$ cat src/rxrb_pkg.sv
package rxrb_pkg;

  typedef enum logic [1:0] {
    OP_PUSH  = 2'd0,
    OP_POP   = 2'd1,
    OP_CLEAR = 2'd2,
    OP_NOP   = 2'd3
  } rxrb_op_e;

  typedef enum logic {
    ST_IDLE = 1'b0,
    ST_READ = 1'b1
  } rxrb_state_e;

  localparam logic [7:0] EMPTY_MARK = 8'hFF;

  typedef struct packed {
    logic [7:0] read_data;
    logic       pop_was_empty;
    logic       buffer_empty;
  } rxrb_result_t;

endpackage

$ cat src/rxrb_mem.sv
module rxrb_mem #(
  parameter int BufferDepth = 64,
  parameter int AddrWidth   = 6
) (
  input  logic                 clk_i,
  input  logic                 wr_en_i,
  input  logic [AddrWidth-1:0] wr_addr_i,
  input  logic [7:0]           wr_data_i,
  input  logic                 rd_en_i,
  input  logic [AddrWidth-1:0] rd_addr_i,
  output logic [7:0]           rd_data_o
);

  logic [7:0] mem_q [BufferDepth];
  logic [7:0] rd_data_q;

  always_ff @(posedge clk_i) begin
    if (wr_en_i) begin
      mem_q[wr_addr_i] <= wr_data_i;
    end
  end

  always_ff @(posedge clk_i) begin
    if (rd_en_i) begin
      rd_data_q <= mem_q[rd_addr_i];
    end
  end

  assign rd_data_o = rd_data_q;

endmodule

$ cat src/rxrb_ctrl.sv
module rxrb_ctrl #(
  parameter int BufferDepth = 64,
  parameter int AddrWidth   = 6
) (
  input  logic                   clk_i,
  input  logic                   rst_ni,
  input  logic                   in_valid_i,
  output logic                   in_ready_o,
  input  rxrb_pkg::rxrb_op_e     operation_i,
  input  logic                   out_free_i,
  output logic                   res_valid_o,
  output logic                   res_use_mem_o,
  output rxrb_pkg::rxrb_result_t res_o,
  output logic                   wr_en_o,
  output logic [AddrWidth-1:0]   wr_addr_o,
  output logic                   rd_en_o,
  output logic [AddrWidth-1:0]   rd_addr_o
);
  import rxrb_pkg::*;

  localparam logic [AddrWidth-1:0] LastIdx = AddrWidth'(BufferDepth - 1);

  rxrb_state_e          state_q, state_d;
  logic [AddrWidth-1:0] wp_q, wp_d, rp_q, rp_d;
  logic                 empty_q, empty_d;
  logic [AddrWidth-1:0] wp_inc, wp_inc2, rp_inc;

  function automatic logic [AddrWidth-1:0] wrap_inc(input logic [AddrWidth-1:0] p);
    wrap_inc = (p == LastIdx) ? '0 : p + 1'b1;
  endfunction

  assign wp_inc  = wrap_inc(wp_q);
  assign wp_inc2 = wrap_inc(wp_inc);
  assign rp_inc  = wrap_inc(rp_q);

  assign wr_addr_o = wp_q;
  assign rd_addr_o = rp_q;

  always_ff @(posedge clk_i or negedge rst_ni) begin
    if (!rst_ni) begin
      state_q <= ST_IDLE;
      wp_q    <= '0;
      rp_q    <= '0;
      empty_q <= 1'b1;
    end else begin
      state_q <= state_d;
      wp_q    <= wp_d;
      rp_q    <= rp_d;
      empty_q <= empty_d;
    end
  end

  always_comb begin
    state_d             = state_q;
    wp_d                = wp_q;
    rp_d                = rp_q;
    empty_d             = empty_q;
    in_ready_o          = 1'b0;
    res_valid_o         = 1'b0;
    res_use_mem_o       = 1'b0;
    res_o.read_data     = '0;
    res_o.pop_was_empty = 1'b0;
    res_o.buffer_empty  = empty_q;
    wr_en_o             = 1'b0;
    rd_en_o             = 1'b0;

    unique case (state_q)
      ST_IDLE: begin
        in_ready_o = out_free_i;
        if (in_valid_i && out_free_i) begin
          unique case (operation_i)
            OP_PUSH: begin
              wr_en_o            = 1'b1;
              wp_d               = wp_inc;
              empty_d            = 1'b0;
              res_valid_o        = 1'b1;
              res_o.buffer_empty = 1'b0;
              // Keep two slots free: the oldest byte is dropped when the ring fills.
              if (wp_inc2 == rp_q) begin
                rp_d = rp_inc;
              end
            end
            OP_POP: begin
              if (rp_q == wp_q) begin
                empty_d             = 1'b1;
                res_valid_o         = 1'b1;
                res_o.read_data     = EMPTY_MARK;
                res_o.pop_was_empty = 1'b1;
                res_o.buffer_empty  = 1'b1;
              end else begin
                // The byte arrives from the memory's registered read output in the next cycle.
                rd_en_o = 1'b1;
                state_d = ST_READ;
                if (rp_inc == wp_q) begin
                  rp_d    = '0;
                  wp_d    = '0;
                  empty_d = 1'b1;
                end else begin
                  rp_d = rp_inc;
                end
              end
            end
            OP_CLEAR: begin
              wp_d               = '0;
              rp_d               = '0;
              empty_d            = 1'b1;
              res_valid_o        = 1'b1;
              res_o.buffer_empty = 1'b1;
            end
            OP_NOP: begin
              res_valid_o = 1'b1;
            end
            default: begin
              res_valid_o = 1'b1;
            end
          endcase
        end
      end
      ST_READ: begin
        res_valid_o   = 1'b1;
        res_use_mem_o = 1'b1;
        state_d       = ST_IDLE;
      end
      default: begin
        state_d = ST_IDLE;
      end
    endcase
  end

endmodule

$ cat src/rx_byte_ring_buffer_drop_oldest.sv
// Receive byte ring buffer that drops the oldest byte when it fills.
// Input channel (in_valid_i / in_ready_o) carries one request: operation_i
// selects push (store data_byte_i), pop, clear or no operation.
// Output channel (out_valid_o / out_ready_i) returns exactly one result per
// request: the popped byte (0xFF with pop_was_empty_o set when nothing was
// stored) and the empty flag after the request.
// Push, clear, no-operation and a pop of an empty buffer register their result
// at the accepting edge. A pop that finds data first reads the byte from a
// synchronous memory with a registered read output, then registers the result;
// the next request is taken once that result is registered.
// The ring holds BUFFER_DEPTH - 2 bytes; a push that would fill it further
// discards the oldest byte.
// Reset empties the buffer (pointers to zero, empty flag set); the stored
// bytes are not cleared and need no clearing pass.
// When the receiver stalls, the result waits in the output register and a new
// request is taken only in the cycle the held result leaves.
module rx_byte_ring_buffer_drop_oldest #(
  parameter int BUFFER_DEPTH = 64
) (
  input  logic       clk_i,
  input  logic       rst_ni,
  input  logic       in_valid_i,
  output logic       in_ready_o,
  input  logic [1:0] operation_i,
  input  logic [7:0] data_byte_i,
  output logic       out_valid_o,
  input  logic       out_ready_i,
  output logic [7:0] read_data_o,
  output logic       pop_was_empty_o,
  output logic       buffer_empty_o
);
  import rxrb_pkg::*;

  localparam int AddrWidth = $clog2(BUFFER_DEPTH);

  logic                 out_valid_q;
  rxrb_result_t         out_q;
  logic                 out_free;
  logic                 res_valid, res_use_mem;
  rxrb_result_t         res;
  logic                 wr_en, rd_en;
  logic [AddrWidth-1:0] wr_addr, rd_addr;
  logic [7:0]           rd_data;

  assign out_free = !out_valid_q || out_ready_i;

  rxrb_ctrl #(
    .BufferDepth(BUFFER_DEPTH),
    .AddrWidth  (AddrWidth)
  ) u_ctrl (
    .clk_i        (clk_i),
    .rst_ni       (rst_ni),
    .in_valid_i   (in_valid_i),
    .in_ready_o   (in_ready_o),
    .operation_i  (rxrb_op_e'(operation_i)),
    .out_free_i   (out_free),
    .res_valid_o  (res_valid),
    .res_use_mem_o(res_use_mem),
    .res_o        (res),
    .wr_en_o      (wr_en),
    .wr_addr_o    (wr_addr),
    .rd_en_o      (rd_en),
    .rd_addr_o    (rd_addr)
  );

  rxrb_mem #(
    .BufferDepth(BUFFER_DEPTH),
    .AddrWidth  (AddrWidth)
  ) u_mem (
    .clk_i    (clk_i),
    .wr_en_i  (wr_en),
    .wr_addr_i(wr_addr),
    .wr_data_i(data_byte_i),
    .rd_en_i  (rd_en),
    .rd_addr_i(rd_addr),
    .rd_data_o(rd_data)
  );

  always_ff @(posedge clk_i or negedge rst_ni) begin
    if (!rst_ni) begin
      out_valid_q <= 1'b0;
    end else if (res_valid) begin
      out_valid_q <= 1'b1;
    end else if (out_ready_i) begin
      out_valid_q <= 1'b0;
    end
  end

  always_ff @(posedge clk_i) begin
    if (res_valid) begin
      out_q.read_data     <= res_use_mem ? rd_data : res.read_data;
      out_q.pop_was_empty <= res.pop_was_empty;
      out_q.buffer_empty  <= res.buffer_empty;
    end
  end

  assign out_valid_o     = out_valid_q;
  assign read_data_o     = out_q.read_data;
  assign pop_was_empty_o = out_q.pop_was_empty;
  assign buffer_empty_o  = out_q.buffer_empty;

endmodule

$ cat config.mk
export PLATFORM = sky130hd
export DESIGN_NAME = rx_byte_ring_buffer_drop_oldest
export DESIGN_NICKNAME = d
export VERILOG_FILES = /design/src/rxrb_pkg.sv /design/src/rxrb_mem.sv /design/src/rxrb_ctrl.sv /design/src/rx_byte_ring_buffer_drop_oldest.sv
export SDC_FILE = /design/constraint.sdc
export NUM_CORES = 1
export LEC_CHECK = 0
export ABC_AREA = 0
export BUFFER_PORTS_ARGS = -buffer_cell sky130_fd_sc_hd__buf_2
export CORE_ASPECT_RATIO = 0.8
export CORE_MARGIN = 10
export CORE_UTILIZATION = 55
export DETAILED_ROUTE_END_ITERATION = 8
export PLACE_DENSITY = 0.75
export RECOVER_POWER = 50
export SKIP_LAST_GASP = 1
export SLEW_MARGIN = 20
export SYNTH_ARGS = -nofsm -noshare
export SYNTH_HDL_FRONTEND = slang
export SYNTH_HIERARCHICAL = 1
export SYNTH_SLANG_ARGS = --single-unit
$ cat constraint.sdc
create_clock -name clk_i -period 7.35 [get_ports clk_i]
set_clock_uncertainty 0.2 [all_clocks]
set_input_delay 0.3675 -clock clk_i [delete_from_list [all_inputs] [get_ports clk_i]]
set_output_delay 0.3675 -clock clk_i [all_outputs]
set_load 0.01 [all_outputs]
==> flow_summary.json, run 1 <==
{
  "outcome": "finished, violations left",
  "violations": "capacitance limit, slew limit",
  "slew_headroom_pct": -102,
  "synthSimpleGateAreaFrac_pct": 4.59,
  "first_global_vias": 11200,
  "grt_pass1_wl_mm": 71.8,
  "antenna_left": 0,
  "crit_cells": 10,
  "fp.dieArea_sq_mm": 0.0490,
  "hold-worst-slack_ns": 0.128,
  "yosysSeqAreaShare_pct": 73.1,
  "syn_avg_cell_area_sq_um": 19.3,
  "numCtsBuffers": 50,
  "place_congestion": 0.822,
  "grtUsageTotal_pct": 19.6,
  "min_from": "operation_i[1]",
  "synth_common_cells": "edfxtp_1, mux4_2, nor2_1, nand2_1, mux2i_1",
  "critical_path.max_stage_delay_ns": 1.62,
  "path_cells": "buf_12, ha_1, nand3_1, xnor2_1, nor3_1, o211ai_1, o22ai_1, o21ai_0, o21ai_1, o31ai_1",
  "wl_mm": 47.5,
  "clock.fmax_mhz": 215,
  "synthMuxAreaShare_pct": 15.1,
  "startpoint_type": "flip-flop",
  "initial_utilization_pct": 56.1,
  "drtIter0Drc": 1541,
  "synth_top_family_by_area": "multiplexers",
  "antenna_found_initial": 0,
  "cp.arrival_ns": 4.90,
  "cts_resized": 0,
  "synth_cell_types": 68,
  "synth_most_common_cell": "edfxtp_1",
  "fp-row-count": 65,
  "drive_above_1_share_pct": 20.1,
  "total_power_mw": 7.76,
  "io_buffers": 25,
  "h-tree-depth": 2,
  "yosys.area.top_type_share_pct": 71.4,
  "cts_tree": "yes",
  "holdPathEnd": "u_ctrl/empty_q",
  "die_x_um": 245,
  "syn-num-nets": 1177,
  "rr_worst_depth": 10,
  "vias": 11400,
  "setup_viol": 0,
  "num_io_pins": 26,
  "overflow": 0,
  "yosys-top-cells-area": "edfxtp_1, mux4_2, dfrtp_1",
  "r2r_slack_ns": 2.69,
  "synthArstFlopShare_pct": 2.75,
  "crit_buf_inv": 1,
  "grt_start_max_net_pins": 86,
  "p_per_area_mw_per_mm2": 320,
  "coreArea_sq_mm": 0.0398,
  "antenna_cells": 0,
  "ys_ff_latch": 545,
  "worst-path-max-fanout": 85,
  "dpl.hpwl_mm": 28.4,
  "synth.largest_area_cell": "edfxtp_1",
  "finalHoldViolCount": 0,
  "clkLatencyLatePin_ns": 0.59,
  "min_period_ns": 4.66,
  "dr.pass1.iters": 6,
  "slew_viol_final": 530,
  "min_path_type": "primary input to flip-flop",
  "clk_pin_slew_ns": 0.06,
  "end_kind": "flip-flop",
  "final.setup.tns_ns": 0,
  "nets": 1198,
  "vdd_drop_max_uv": 192,
  "p_leak_nw": 7.32,
  "synth_fa_ha_area_share_pct": 0.449,
  "area_growth_pct": 8.87,
  "synth_xor_xnor_area_share_pct": 0.808,
  "min_path_cells": 4,
  "die-height_um": 200,
  "synth_flop_cell": "edfxtp_1",
  "cts.sinks": 545,
  "synth_compound_area_share_pct": 3.91,
  "synth_warnings": 6,
  "critPathSlowestCell": "dfrtp_1",
  "reg2reg_to": "u_ctrl/rd_addr_o[5]",
  "wire_per_inst_um": 27.1,
  "vias_per_cell": 6.50,
  "critPathRequiredTime_ns": 7.59,
  "synth_edf_count": 530,
  "tightest_slew_ns": 3.03,
  "worstReg2RegStart": "u_ctrl/rd_addr_o[0]",
  "setup.worst_path.class": "flip-flop to flip-flop",
  "clockBufferDepth": 3,
  "fin_crit_sh_pct": 63.4,
  "netlist_instances": 1155,
  "drc": 0,
  "cts-root-buf": "clkbuf_16",
  "path_delay_family": "flip-flops",
  "drv_cap": 9,
  "synth_area_sq_mm": 0.0223,
  "rsz0062_at_grt": "no"
}
## where the power goes
part           leakage (nW)  switching (mW)  internal, mW
logic                  1.61           0.866         0.776
clock network         0.752            1.09          1.34
registers              4.97           0.198          3.49
total                  7.32            2.15          5.61
## sequential cells by signal, summed over array words and instances, names as in the netlist
name	count
u_mem/mem_q	512
read_data_o	8
u_mem/rd_data_o	8
u_ctrl/rd_addr_o	6
u_ctrl/wr_addr_o	6
buffer_empty_o	1
out_valid_o	1
pop_was_empty_o	1
u_ctrl/empty_q	1
u_ctrl/state_q	1
## stage by stage
stage / utilization [%] / instances / area (sq um) / setup slack, ns
floorplan: - / 1155 / 22300 / 4.21
global placement: 57.3 / 1657 / 22800 / 3.49
detailed placement: 57.3 / 1658 / 22800 / 3.44
CTS: 61.2 / 1751 / 24300 / 3.42
global route: 61.0 / 1751 / 24300 / 2.16
finish: 61.0 / 1751 / 24300 / 2.69
## layer usage
metal | vias up | global-route usage (%) | part of all wire, %
li1 | 4760 | - | -
met1 | 5892 | 28.9 | 42
met2 | 622 | 28.4 | 44
met3 | 102 | 4.97 | 11
met4 | 0 | 5.90 | 2.8
met5 | - | 0 | 0
## worst reg2reg max path: stages (launching register included)
cell and delay [ns]:
dfrtp_1 1.62, buf_12 0.56, ha_1 0.46, nand3_1 0.19, xnor2_1 0.19, nor3_1 0.20
o211ai_1 0.16, o22ai_1 0.50, o21ai_0 0.19, o21ai_1 0.16, o31ai_1 0.08
## area by class of cell
| class | count | area, sq um |
|---|---|---|
| Multi-Input combinational cell | 530 | 5540 |
| Inverter | 8 | 30.0 |
| Clock buffer | 61 | 1310 |
| Tap cell | 536 | 671 |
| Timing Repair Buffer | 41 | 218 |
| Sequential cell | 545 | 16300 |
| Clock inverter | 30 | 205 |
| Fill cell | 2745 | 15500 |
## worst max path at each step
stage	from	slack (ns)	to
final	u_ctrl/rd_addr_o[0]	2.69	u_ctrl/rd_addr_o[5]
after global placement	u_ctrl/rd_addr_o[0]	3.49	u_ctrl/rd_addr_o[2]
after CTS	u_ctrl/rd_addr_o[0]	3.42	u_ctrl/rd_addr_o[5]
after floorplan	u_ctrl/wr_addr_o[0]	4.21	u_ctrl/rd_addr_o[3]
after global routing	u_ctrl/rd_addr_o[0]	2.16	u_ctrl/rd_addr_o[4]
after detailed placement	u_ctrl/rd_addr_o[0]	3.44	u_ctrl/rd_addr_o[5]
## timing repair
item,CTS,global route
hold endpoints to repair,16,0
hold buffers,2,0
buffers inserted,0,0
endpoints found under the setup margin,0,0
## cells by family after synthesis
logic type	after synthesis
xor gates and xnor gates	19
and+or+nand+nor	215
AOI/OAI and AO/OA	116
muxes	172
DFF	545
buffers and inverters	80
adders and majority gates	8
## placed cells by master, fill, tap and decap left out, drive strengths merged, types with 14 or more instances in the layout
cell	n
mux2	22
nand2	32
mux2i	24
o21ai	20
mux4	126
nor2b	18
clkinv	26
clkbuf	85
buf	15
dfrtp	14
edfxtp	530
nand3	19
nor2	93
No activity file was read; power rests on OpenSTA's default activity.
==> run 2, diff against run 1 <==
==> constraint.sdc (replaced) <==
create_clock -name clk_i -period 4.9 [get_ports clk_i]
set_clock_uncertainty 0.2 [all_clocks]
set_input_delay 0.245 -clock clk_i [delete_from_list [all_inputs] [get_ports clk_i]]
set_output_delay 0.245 -clock clk_i [all_outputs]
set_load 0.01 [all_outputs]
==> run 2 against run 1 <==
Compared with the run above: hold slack got worse by 0.058 ns; global-route usage is 0.94 points higher; critical endpoint is now u_mem/mem_q[6][2]; via count rose by 1.1%; critical path depth is 1 lower; worst setup slack got worse by 1.7 ns; the flow still finishes with violations (capacitance limit, slew limit); register-to-register slack worse by 1.7 ns; power up 55%; non-clock buffer count grew 11; clock-buffer cell count shrank 3; highest routed layer unchanged.
==> flow_summary.json, run 2 (same netlist as run 1, synthesis figures left out) <==
{
  "final.setup.tns_ns": 0,
  "clock.fmax_mhz": 255,
  "most-common-layout-cells": "edfxtp_1, mux4_2, nor2_1",
  "grtUsageTotal_pct": 20.5,
  "drc": 0,
  "numCtsBuffers": 49,
  "min_period_ns": 3.91,
  "nets": 1208,
  "overflow": 0,
  "worstReg2RegStart": "u_ctrl/state_q",
  "setup_viol": 0,
  "drtIter0Drc": 1553,
  "clkLatencyLatePin_ns": 0.57,
  "io_buffers": 25,
  "cts.sinks": 545,
  "dpl.hpwl_mm": 29.3,
  "vias_per_cell": 6.54,
  "fin_crit_sh_pct": 79.9,
  "antenna_cells": 0,
  "holdPathEnd": "u_ctrl/empty_q",
  "tightest_slew_ns": 3.19,
  "grt_start_max_net_pins": 65,
  "end_kind": "flip-flop",
  "largest_register_ff_count": 512,
  "min_from": "in_valid_i",
  "finalHoldViolCount": 0,
  "area_growth_pct": 10.0,
  "p_leak_nw": 7.45,
  "h-tree-depth": 2,
  "die_x_um": 245,
  "fp.dieArea_sq_mm": 0.0490,
  "coreArea_sq_mm": 0.0398,
  "slew_headroom_pct": -113,
  "drive_above_1_share_pct": 21.4,
  "p_per_area_mw_per_mm2": 491,
  "rsz0062_at_grt": "no",
  "wire_per_inst_um": 28.0,
  "worst-path-max-fanout": 8,
  "num_io_pins": 26,
  "wl_mm": 49.3,
  "r2r_slack_ns": 1.03,
  "violations": "capacitance limit, slew limit",
  "finalWorstSetupSlack_ns": 0.985,
  "min_path_type": "primary input to flip-flop",
  "clk_pin_slew_ns": 0.06,
  "startpoint_type": "primary input",
  "top_register": "u_mem/mem_q",
  "grt_pass1_wl_mm": 75.0,
  "setup.worst_path.class": "primary input to flip-flop",
  "initial_utilization_pct": 56.1,
  "die-height_um": 200,
  "critPathRequiredTime_ns": 4.88,
  "first_global_vias": 11300,
  "final_common_cell": "edfxtp_1",
  "antenna_left": 0,
  "cts_tree": "yes",
  "clockBufferDepth": 3,
  "vias": 11500,
  "cp.arrival_ns": 3.90,
  "vdd_drop_max_uv": 353,
  "drv_cap": 8,
  "outcome": "finished, violations left",
  "pre_cts_ws_ns": 1.16,
  "fp-row-count": 65,
  "dr.pass1.iters": 5,
  "reg2reg_to": "u_mem/mem_q[6][2]",
  "rr_worst_depth": 4,
  "slew_viol_final": 520,
  "cts-root-buf": "clkbuf_16",
  "place_congestion": 0.840,
  "antenna_found_initial": 1,
  "min_path_cells": 4
}
[run 2: changes by cell type in the layout (fill, tap and decap cells not counted), sizes merged]
cell         delta
buf            +11
bufinv          +6
clkbuf          -6
clkinv          -8
clkinvlp        +4
dlygate4sd3     +3
inv             -1
[run 2: power breakdown]
group / internal (mW) / switching [mW] / leakage (nW)
registers: 5.24 / 0.332 / 4.96
logic: 1.21 / 1.31 / 1.68
clock network: 2.32 / 1.64 / 0.804
total: 8.77 / 3.28 / 7.45
[run 2: routing by layer]
| layer | vias to the layer above | routed length [um] | track usage [%] |
|---|---|---|---|
| met2 | 654 | 22900 | 31.2 |
| li1 | 4787 | - | - |
| met4 | 0 | 731 | 3.97 |
| met3 | 72 | 5240 | 5.51 |
| met1 | 5990 | 20400 | 29.7 |
| met5 | - | 0 | 0 |
[run 2: final cells by class]
type	instances	area [sq um]
repair buffers	52	329
clock inverters	31	358
clock buffers	58	1300
inverters	8	30.0
well taps	536	671
multi-input cells	530	5540
flip-flops and latches	545	16300
fillers	2686	15200
[run 2: critical path, stage by stage]
cell and delay (ns):
dlygate4sd3_1 0.55, buf_2 0.14, inv_1 0.11, ha_1 0.17, inv_1 0.07, nor3_1 0.79
nor2b_1 0.36, nand3_1 0.59, nor2_1 0.86
[run 2: how the worst max path moves through the flow]
stage | from | depth (start not counted) | end
2_1_floorplan | u_ctrl/wr_addr_o[0] | 10 | u_ctrl/rd_addr_o[3]
4_1_cts | u_ctrl/wr_addr_o[1] | 9 | u_ctrl/rd_addr_o[3]
3_5_place_dp | operation_i[1] | 8 | u_mem/mem_q[6][1]
6_report | operation_i[1] | 9 | u_mem/mem_q[6][2]
5_1_grt | u_ctrl/wr_addr_o[1] | 9 | u_ctrl/rd_addr_o[3]
3_3_place_gp | u_ctrl/rd_addr_o[0] | 6 | u_mem/rd_data_o[3]
[run 2: timing repair]
| item | 4_1_cts | 5_1_grt |
|---|---|---|
| setup buffers | 0 | 0 |
| gates resized for setup | 0 | 0 |
| endpoints found under the hold margin | 17 | 0 |
| hold buffers | 5 | 0 |
[run 2: through the flow]
stage	hold WS [ns]	cells	area (sq um)	util, %	power, mW
after global routing	0.0829	1760	24500	61.7	12.5
after CTS	0.0323	1760	24600	61.8	12.1
after global placement	-0.0254	1666	22900	57.5	8.13
after detailed placement	-0.0251	1666	22900	57.5	8.17
after floorplan	-0.251	1155	22300	-	7.45
final	0.0699	1760	24500	61.7	12.0
